==> src/rtl/ratapx_pkg.sv <==
`timescale 1ns / 1ps
// ----------------------------------------------------------------------------
// ratapx_pkg
// Shared constants for the rational approximation block: default widths,
// register map and register reset values.
// ----------------------------------------------------------------------------
package ratapx_pkg;

  localparam int FRACTION_BITS_DEF = 32;
  localparam int INTEGER_BITS_DEF  = 16;
  localparam int DEN_BITS_DEF      = 12;

  // tolerance register width and the binary point it is expressed against
  localparam int TOL_BITS       = 16;
  localparam int TOL_SCALE_BITS = 32;

  localparam int APB_ADDR_BITS = 3;
  localparam int APB_DATA_BITS = 32;

  // register index, taken from paddr[2]
  localparam logic REG_MAX_DEN = 1'b0;
  localparam logic REG_TOL     = 1'b1;

  localparam int MAX_DEN_RESET = 1000;
  localparam int TOL_RESET     = 4295;

endpackage

==> src/rtl/ratapx_regs.sv <==
`timescale 1ns / 1ps
// ----------------------------------------------------------------------------
// ratapx_regs
// APB register file: maximum denominator and tolerance, with readback.
// ----------------------------------------------------------------------------
module ratapx_regs
  import ratapx_pkg::*;
#(
  parameter int DEN_BITS = DEN_BITS_DEF
) (
  input  logic                     clk,
  input  logic                     rst_n,
  input  logic                     psel,
  input  logic                     penable,
  input  logic                     pwrite,
  input  logic [APB_ADDR_BITS-1:0] paddr,
  input  logic [APB_DATA_BITS-1:0] pwdata,
  output logic [APB_DATA_BITS-1:0] prdata,
  output logic                     pready,
  output logic [DEN_BITS-1:0]      max_den,
  output logic [TOL_BITS-1:0]      tol
);

  localparam int DEN_MAX     = (1 << DEN_BITS) - 1;
  localparam int MAX_DEN_RST = (MAX_DEN_RESET > DEN_MAX) ? DEN_MAX : MAX_DEN_RESET;

  logic [DEN_BITS-1:0] max_den_r;
  logic [TOL_BITS-1:0] tol_r;
  logic                wr_en;
  logic                reg_sel;

  assign pready  = 1'b1;
  assign reg_sel = paddr[2];
  assign wr_en   = psel & penable & pwrite & pready;

  always_ff @(posedge clk) begin
    if (!rst_n) begin
      max_den_r <= DEN_BITS'(MAX_DEN_RST);
      tol_r     <= TOL_BITS'(TOL_RESET);
    end else if (wr_en) begin
      unique case (reg_sel)
        REG_MAX_DEN: max_den_r <= pwdata[DEN_BITS-1:0];
        REG_TOL:     tol_r     <= pwdata[TOL_BITS-1:0];
        default:     ;
      endcase
    end
  end

  always_comb begin
    unique case (reg_sel)
      REG_MAX_DEN: prdata = APB_DATA_BITS'(max_den_r);
      REG_TOL:     prdata = APB_DATA_BITS'(tol_r);
      default:     prdata = '0;
    endcase
  end

  assign max_den = max_den_r;
  assign tol     = tol_r;

endmodule

==> src/rtl/rational_approximation.sv <==
`timescale 1ns / 1ps
// ----------------------------------------------------------------------------
// rational_approximation
// Best rational approximation of a signed fixed-point value by a walk of the
// Stern-Brocot mediant tree.
// ----------------------------------------------------------------------------
// The block takes one value at a time and returns numerator/denominator with
// the floored integer part folded into the numerator. A value with a zero
// fraction goes from acceptance straight to S_OUT. Otherwise every tree step
// forms the mediant in S_MED, then compares it against the fraction in S_CMP,
// and a walk takes up to max_denominator steps for fractions near 0 or 1. The
// walk ends in S_MED when a bound denominator exceeds max_denominator, or in
// S_CMP when the mediant lies within the tolerance; S_FIN then picks the
// result and S_OUT waits while the output is stalled. Products of the
// fraction and the tolerance with the bound denominators are kept as running
// sums, so the search needs no multiplier; the final numerator uses one small
// multiply. A new value is accepted the cycle after the previous result is
// handed to the output register.
// ----------------------------------------------------------------------------
module rational_approximation
  import ratapx_pkg::*;
#(
  parameter int FRACTION_BITS = FRACTION_BITS_DEF,
  parameter int INTEGER_BITS  = INTEGER_BITS_DEF,
  parameter int DEN_BITS      = DEN_BITS_DEF
) (
  input  logic                                  clk,
  input  logic                                  rst_n,
  input  logic                                  in_valid,
  output logic                                  in_stall,
  input  logic signed [INTEGER_BITS+FRACTION_BITS-1:0] in_value,
  output logic                                  out_valid,
  input  logic                                  out_stall,
  output logic signed [INTEGER_BITS+DEN_BITS-1:0] out_numerator,
  output logic        [DEN_BITS-1:0]            out_denominator,
  input  logic                                  psel,
  input  logic                                  penable,
  input  logic                                  pwrite,
  input  logic        [APB_ADDR_BITS-1:0]       paddr,
  input  logic        [APB_DATA_BITS-1:0]       pwdata,
  output logic        [APB_DATA_BITS-1:0]       prdata,
  output logic                                  pready
);

  localparam int FB = FRACTION_BITS;
  localparam int IB = INTEGER_BITS;
  localparam int BW = DEN_BITS + 1;            // bound / mediant denominators
  localparam int PW = FB + BW;                 // fraction * denominator
  localparam int LW = TOL_BITS + BW;           // tolerance * denominator
  localparam int NW = IB + DEN_BITS;           // result numerator
  localparam int CW = ((FB > TOL_SCALE_BITS) ? FB : TOL_SCALE_BITS) + BW;
  localparam int SH_D = (FB < TOL_SCALE_BITS) ? TOL_SCALE_BITS - FB : 0;
  localparam int SH_L = (FB >= TOL_SCALE_BITS) ? FB - TOL_SCALE_BITS : 0;

  typedef enum logic [4:0] {
    S_IDLE = 5'b00001,
    S_MED  = 5'b00010,
    S_CMP  = 5'b00100,
    S_FIN  = 5'b01000,
    S_OUT  = 5'b10000
  } state_t;

  logic [DEN_BITS-1:0] max_den;
  logic [TOL_BITS-1:0] tol;

  ratapx_regs #(
    .DEN_BITS (DEN_BITS)
  ) u_regs (
    .clk     (clk),
    .rst_n   (rst_n),
    .psel    (psel),
    .penable (penable),
    .pwrite  (pwrite),
    .paddr   (paddr),
    .pwdata  (pwdata),
    .prdata  (prdata),
    .pready  (pready),
    .max_den (max_den),
    .tol     (tol)
  );

  state_t                 state_r;
  logic [FB-1:0]          frac_r;
  logic signed [IB-1:0]   ip_r;
  logic [BW-1:0]          ln_r, ld_r, hn_r, hd_r;
  logic [PW-1:0]          pl_r, ph_r;
  logic [LW-1:0]          tl_r, th_r;
  logic [BW-1:0]          mn_r, md_r;
  logic [PW-1:0]          pm_r;
  logic [LW-1:0]          lm_r;
  logic [DEN_BITS-1:0]    res_n_r, res_d_r;
  logic                   out_valid_r;
  logic [NW-1:0]          out_num_r;
  logic [DEN_BITS-1:0]    out_den_r;

  logic                   in_acc;
  logic                   out_free;
  logic [FB-1:0]          in_frac;
  logic [PW-1:0]          mn_sh;
  logic                   gt;
  logic [PW-1:0]          diff;
  logic [CW-1:0]          diff_cmp, lim_cmp;
  logic                   close;
  logic                   bound_over;
  logic [BW-1:0]          den_sum;
  logic signed [NW:0]     prod;
  logic [NW:0]            num_sum;

  assign in_stall  = (state_r != S_IDLE);
  assign in_acc    = in_valid & ~in_stall;
  assign out_free  = ~out_valid_r | ~out_stall;
  assign in_frac   = in_value[FB-1:0];

  // mediant against fraction: sign of f*md - mn*2^FB and its distance
  assign mn_sh    = {mn_r[DEN_BITS:0], {FB{1'b0}}};
  assign gt       = pm_r > mn_sh;
  assign diff     = gt ? (pm_r - mn_sh) : (mn_sh - pm_r);
  assign diff_cmp = CW'(diff) << SH_D;
  assign lim_cmp  = CW'(lm_r) << SH_L;
  assign close    = diff_cmp < lim_cmp;

  assign bound_over = (ld_r > BW'(max_den)) | (hd_r > BW'(max_den));
  assign den_sum    = ld_r + hd_r;

  assign prod    = ip_r * $signed({1'b0, res_d_r});
  assign num_sum = prod + (NW+1)'(res_n_r);

  always_ff @(posedge clk) begin
    if (!rst_n) begin
      state_r     <= S_IDLE;
      out_valid_r <= 1'b0;
    end else begin
      if (state_r == S_OUT && out_free) begin
        out_valid_r <= 1'b1;
      end else if (out_valid_r && !out_stall) begin
        out_valid_r <= 1'b0;
      end
      unique case (state_r)
        S_IDLE: begin
          if (in_acc) begin
            state_r <= (in_frac == '0) ? S_OUT : S_MED;
          end
        end
        S_MED: begin
          state_r <= bound_over ? S_FIN : S_CMP;
        end
        S_CMP: begin
          state_r <= close ? S_FIN : S_MED;
        end
        S_FIN: begin
          state_r <= S_OUT;
        end
        S_OUT: begin
          if (out_free) begin
            state_r <= S_IDLE;
          end
        end
        default: state_r <= S_IDLE;
      endcase
    end
  end

  // datapath, no reset needed
  always_ff @(posedge clk) begin
    unique case (state_r)
      S_IDLE: begin
        if (in_acc) begin
          frac_r  <= in_frac;
          ip_r    <= in_value[IB+FB-1:FB];
          ln_r    <= '0;
          ld_r    <= BW'(1);
          hn_r    <= BW'(1);
          hd_r    <= BW'(1);
          pl_r    <= PW'(in_frac);
          ph_r    <= PW'(in_frac);
          tl_r    <= LW'(tol);
          th_r    <= LW'(tol);
          res_n_r <= '0;
          res_d_r <= DEN_BITS'(1);
        end
      end
      S_MED: begin
        mn_r <= ln_r + hn_r;
        md_r <= den_sum;
        pm_r <= pl_r + ph_r;
        lm_r <= tl_r + th_r;
      end
      S_CMP: begin
        if (!close) begin
          if (gt) begin
            ln_r <= mn_r;
            ld_r <= md_r;
            pl_r <= pm_r;
            tl_r <= lm_r;
          end else begin
            hn_r <= mn_r;
            hd_r <= md_r;
            ph_r <= pm_r;
            th_r <= lm_r;
          end
        end
      end
      S_FIN: begin
        if (den_sum <= BW'(max_den)) begin
          res_n_r <= DEN_BITS'(ln_r + hn_r);
          res_d_r <= DEN_BITS'(den_sum);
        end else if (hd_r < ld_r) begin
          res_n_r <= DEN_BITS'(hn_r);
          res_d_r <= DEN_BITS'(hd_r);
        end else begin
          res_n_r <= DEN_BITS'(ln_r);
          res_d_r <= DEN_BITS'(ld_r);
        end
      end
      S_OUT: begin
        if (out_free) begin
          out_num_r <= num_sum[NW-1:0];
          out_den_r <= res_d_r;
        end
      end
      default: ;
    endcase
  end

  assign out_valid       = out_valid_r;
  assign out_numerator   = out_num_r;
  assign out_denominator = out_den_r;

endmodule
==> config.mk <==
export PLATFORM = sky130hd
export DESIGN_NAME = rational_approximation
export DESIGN_NICKNAME = d
export VERILOG_FILES = /design/src/rtl/ratapx_pkg.sv /design/src/rtl/ratapx_regs.sv /design/src/rtl/rational_approximation.sv
export SDC_FILE = /design/constraint.sdc
export NUM_CORES = 1
export LEC_CHECK = 0
export ABC_CLOCK_PERIOD_IN_PS = 35100
export BUFFER_PORTS_ARGS = -buffer_cell sky130_fd_sc_hd__buf_2
export CAP_MARGIN = 20
export CORE_AREA = 2 2 234 466
export CTS_BUF_LIST = sky130_fd_sc_hd__clkbuf_16
export DETAILED_ROUTE_END_ITERATION = 12
export DIE_AREA = 0 0 236 468
export HOLD_SLACK_MARGIN = 0.08
export PLACE_DENSITY_LB_ADDON = 0.2
export SLEW_MARGIN = 20
export SYNTH_ARGS = -nofsm -noshare
export SYNTH_HDL_FRONTEND = slang
export SYNTH_SLANG_ARGS = --single-unit
==> constraint.sdc <==
create_clock -name clk -period 35.1 [get_ports clk]
set_input_delay 3.51 -clock clk [delete_from_list [all_inputs] [get_ports clk]]
set_output_delay 3.51 -clock clk [all_outputs]
set_load 0.01 [all_outputs]
Yosys cells after proc, flatten, opt, wreduce, memory -nomap -nowiden

Cells that the tools add are included.

Logic and storage cells: 116
Output and inout port bits: 75
Register bits after elaboration: 414
Input bits: 90

Equal/unequal tests: 11
Add/subtract/negate cells: 7
$mul: 1
$lt $le $gt $ge: 6
Reduce and logical (&&, ||, !) cells: 15
Bitwise operators: 9
Muxes and demuxes: 46

Operators with widths:

| cell                                     | count |
|---|---|
| two-way mux 45 bit                       | 6 |
| case mux 45 bit (2 select lines)         | 2 |
| two-way mux 29 bit                       | 5 |
| two-way mux 13 bit                       | 10 |
| case mux 29 bit (2 select lines)         | 2 |
| case mux 13 bit (2 select lines)         | 4 |
| subtractor 45 bit                        | 2 |
| two-way mux 12 bit                       | 6 |
| case mux 32 bit (2 select lines)         | 1 |
| case mux 12 bit (2 select lines)         | 2 |
| adder 45 bit                             | 1 |
| greater-than comparator 45 bit           | 1 |
| < comparator 45 x 29 -> 1 bit            | 1 |
| logical NOT 32 bit                       | 1 |
| adder 29 bit                             | 1 |
| adder 28 x 12 -> 28 bit                  | 1 |
| multiplier 16 x 13 -> 28 bit             | 1 |
| adder 13 bit                             | 2 |
| greater-than comparator 13 x 12 -> 1 bit | 2 |
| case mux 5 bit (5 select lines)          | 1 |
| two-way mux 5 bit                        | 3 |
| <= comparator 13 x 12 -> 1 bit           | 1 |
| < comparator 13 bit                      | 1 |
| AND reduction 2 bit                      | 6 |
| 16 further kinds                         | 32 |

Logic depth before layout (Yosys ltp)

Word-level depth: 5
Gate-level depth with buffers: 25
Mapped depth without buffers: 24

By module

Synthesis repeated with hierarchy kept, for this count alone.

Cell total of the unflattened synthesis: 2,955
Area, all modules: 30,900.9 um2

By module, submodules not included:

| module                 | times used | cells an instance | area each (um2) | sequential area each (um2) |
|---|---|---|---|---|
| rational_approximation | 1          | 2,800             | 29,405.7        | 11,531.1 |
| ratapx_regs            | 1          | 155               | 1,495.2         | 560.5 |

Worst setup path after synthesis

Ideal clock, no wire load.

Kind: input -> register
Start: in in_valid
End: reg hd_r[0] (enable)
Stages on the path: 4
Buffers on the path: 0
Path slack: 22.961 ns
Arrival time: 11.433 ns
Library setup time: 0.707 ns
Required time: 34.393 ns
Cells stage by stage: nand2_1 inv_1 nor2_1 a211oi_1

Cells in the longest elaborated chain, start to end: 3

Ends and longest elaborated chain:

| what                          | RTL line                      | RTL |
|---|---|---|
| start: declaration            | rational_approximation.sv:29  | `input logic in_valid,` |
| AND 1 bit                     | rational_approximation.sv:110 | `assign in_acc = in_valid & ~in_stall;` |
| != test 2 bit (no line)       | n/a                           |  |
| AND reduction 4 bit (no line) | n/a                           |  |
| end signal: assignment        | rational_approximation.sv:197 | `hd_r <= md_r;` |
| end: declaration              | rational_approximation.sv:85  | `logic [BW-1:0] ln_r, ld_r, hn_r, hd_r;` |

No other way between the ends.
A chain may end at the register's enable or synchronous reset.

Worst setup path after layout

Start: in paddr[2]
End: out prdata[7]

Cells in the longest elaborated chain, start to end: 2

Ends and longest elaborated chain:

| what                                 | RTL line                     | RTL |
|---|---|---|
| start: declaration                   | rational_approximation.sv:39 | `input logic [APB_ADDR_BITS-1:0] paddr,` |
| NOT 1 bit                            | ratapx_regs.sv:50            | `unique case (reg_sel)` |
| case mux 32 bit (2 select lines) (*) | ratapx_regs.sv:50            |  |
| end: declaration                     | rational_approximation.sv:41 | `output logic [APB_DATA_BITS-1:0] prdata,` |

Mark *: on every way between the ends. The rest lies on a longest branch, timed or not. The select of a mux whose other input is x is not followed.

==> results.py <==
metrics = {
    "outcome": {
        "status": "completed",
    },
    "cts": {
        "cts-buffers-inserted": 48,
        "tritoncts": "done",
        "cts_setup_buffers": 0,
        "cts_buffer_depth": 3,
        "cts_sinks": 414,
        "cts-hold-fix-buffers": 0,
        "path_clk_slew_ps": 60,
        "clk_latency_ps": 640,
        "cts_resized": 0,
        "htree_levels": 2,
        "cts_root_buf": "clkbuf_16",
    },
    "logic_synthesis": {
        "synth_area_um2": 30700,
        "synth-edff-count": 380,
        "syn-instance-count": 2965,
        "synth_warnings": 0,
        "ys_async_sr_fraction": 0,
        "yosys.cell_types.count": 77,
        "dominantRegCellSynth": "edfxtp_1",
        "syn_avg_cell_area_um2": 10.4,
        "synth_seq_cells": 414,
        "seq_area_frac_synth": 0.394,
    },
    "drt": {
        "ant_nets": 0,
        "wl_mm": 86.5,
        "vias": 21700,
        "detail_route.first_pass.iterations": 5,
        "drt_iter0_drc": 982,
        "route.detailed.drc": 0,
        "vias_per_cell": 4.83,
        "wire_per_inst_um": 19.2,
    },
    "setup_path": {
        "crit_path_top_delay_cell": "o21ai_0",
        "critPathKind": "in2out",
        "required_ps": 31590,
        "start_kind": "input port",
        "critPathBufInv": 2,
        "crit_family": "compound AO/OA/AOI/OAI gates",
        "crit_arrival_ps": 4730,
        "cp_cell_sequence": "buf_2 > o21ai_0 > buf_2",
        "endpoint_kind": "output port",
        "worst-path-max-fanout": 30,
        "crit_top_cell": "buf_2",
        "reg2reg_setup_slack_ps": 27900,
        "critPathMaxStageDelay_ps": 640,
    },
    "floorplanning": {
        "die_h_um": 468,
        "die_w_um": 236,
        "pin_count": 165,
        "core_um2": 107000,
        "dieArea_um2": 110000,
        "start_util": 0.287,
        "num_rows": 170,
    },
    "run": {
        "drv_cap": 0,
    },
    "cells_and_area": {
        "drive_gt1_frac": 0.0883,
        "synthToLayoutAreaGrowth_pct": 12.4,
        "layout_commonest_cell": "edfxtp_1",
        "final_util": 0.323,
        "final_cell_mix": "edfxtp_1 (380), inv_1 (359), nand2_1 (337)",
        "fill_cells": 11100,
        "nets": 3638,
    },
    "place": {
        "dp_hpwl_mm": 66.8,
        "gp_congestion": 0.827,
        "preCtsSetupSlack_ps": 26820,
        "portBuffers": 129,
    },
    "global_route": {
        "grt_start_max_net_pins": 57,
        "grt_overflow_total": 0,
        "grt_usage": 0.159,
        "antenna_found_initial": 5,
        "grt_pass1_vias": 23200,
        "grt_first_pass_wirelength_mm": 134,
    },
    "pwr": {
        "ir_drop_mv": 0.0724,
        "leakagePower_nw": 14.8,
        "powerDensity_nw_per_um2": 74.7,
    },
    "sta": {
        "fin_skew_ps": 51.8,
        "final-max-slew-violation-count": 0,
        "tightest_slew_ps": 1250,
        "grt_setup_unrepaired": "no",
        "fmax_mhz": 121,
        "finalHoldViolations": 0,
        "fin_ws_ps": 26860,
        "min_period_ps": 8240,
        "setup_viol": 0,
        "max-slew-margin-rel": 0.157,
        "post-route-period-util": 0.235,
        "setup-tns-final_ps": 0,
    },
    "hold_path": {
        "hold_path.class": "reg2reg",
    },
}
[synth_stat cells (all sizes together) (22+ instances only)]
library cell,instances,area (um2)
a211oi,37,283
a21o,71,533
a21oi,143,727
and2,123,769
buf,25,165
clkbuf,78,293
dfxtp,34,681
edfxtp,380,11400
fa,188,3760
ha,284,3550
inv,355,1330
nand2,338,1270
nand2b,25,156
nand3,42,210
nand4,31,209
nor2,156,586
nor3,71,372
o21a,30,225
o21ai,116,581
o21bai,22,165
o31ai,26,195
xnor2,100,876
xor2,52,455
[area by class of cell]
cell class	instances	area, um2	share of cell area
well taps	1376	1720	0.0499
repair buffers	149	800	0.0232
clock inverters	40	413	0.0120
multi-input cells	2108	16900	0.490
inverters	355	1340	0.0387
clock buffers	49	1230	0.0355
flip-flops and latches	414	12100	0.350
diodes	2	5.00	0.000145
[registers in the layout (all words and copies together) (netlist names), 13 cells and up]
register and count:
u_regs.tol 16, lm_r 29, hd_r 13, ld_r 13, ph_r 45, th_r 29, out_numerator 28, md_r 13
ip_r 16, pl_r 45, ln_r 13, hn_r 13, pm_r 45, tl_r 29, mn_r 13
[kinds of logic after synthesis]
family                     Yosys count  synth area share
adders and majority gates          472             0.238
muxes                               24           0.00844
xor gates and xnor gates           152            0.0434
other                                2          0.000245
buffers and inverters              458            0.0583
AOI/OAI and AO/OA                  557             0.118
DFF                                414             0.394
and+or+nand+nor                    886             0.140
[tightest hold or removal path, cell delays in order (launching register included)]
cell      delay [ps]
dfxtp_1          310
nand2_1           40
a21boi_0          60
[stage by stage]
stage / std cells / cell area (um2) / power (mW) / hold slack, ps
6_report: 4493 / 34500 / 2.58 / 464
5_1_grt: 4492 / 34500 / 2.81 / 486
4_1_cts: 4490 / 34500 / 2.63 / 469
3_5_place_dp: 4401 / 32900 / 2.08 / 460
3_3_place_gp: 4401 / 32900 / 2.08 / 452
2_1_floorplan: 2980 / 30800 / 1.70 / 443
[where the power goes]
| group | total [mW] | internal, mW | switching (mW) |
|---|---|---|---|
| clock | 0.534 | 0.307 | 0.226 |
| combinational | 1.38 | 0.585 | 0.794 |
| sequential | 0.665 | 0.642 | 0.0237 |
[per-layer routing]
| metal | track usage | up-vias | wire length (um) |
|---|---|---|---|
| li1 | - | 10500 | - |
| met1 | 0.160 | 10700 | 31200 |
| met4 | 0.0594 | 4 | 3220 |
| met3 | 0.0183 | 131 | 2700 |
| met5 | 0 | - | 24 |
| met2 | 0.326 | 393 | 49300 |
[path summary, 6_finish.rpt]
kind,startpoint,endpoint,cells past startpoint
hold reg to reg,u_regs.max_den[10],u_regs.max_den[10],2
setup reg to reg,res_d_r[1],out_numerator[27],22
setup / recovery,paddr[2],prdata[7],3
hold / removal,u_regs.max_den[10],u_regs.max_den[10],2
(Power assumes the default switching activity.)
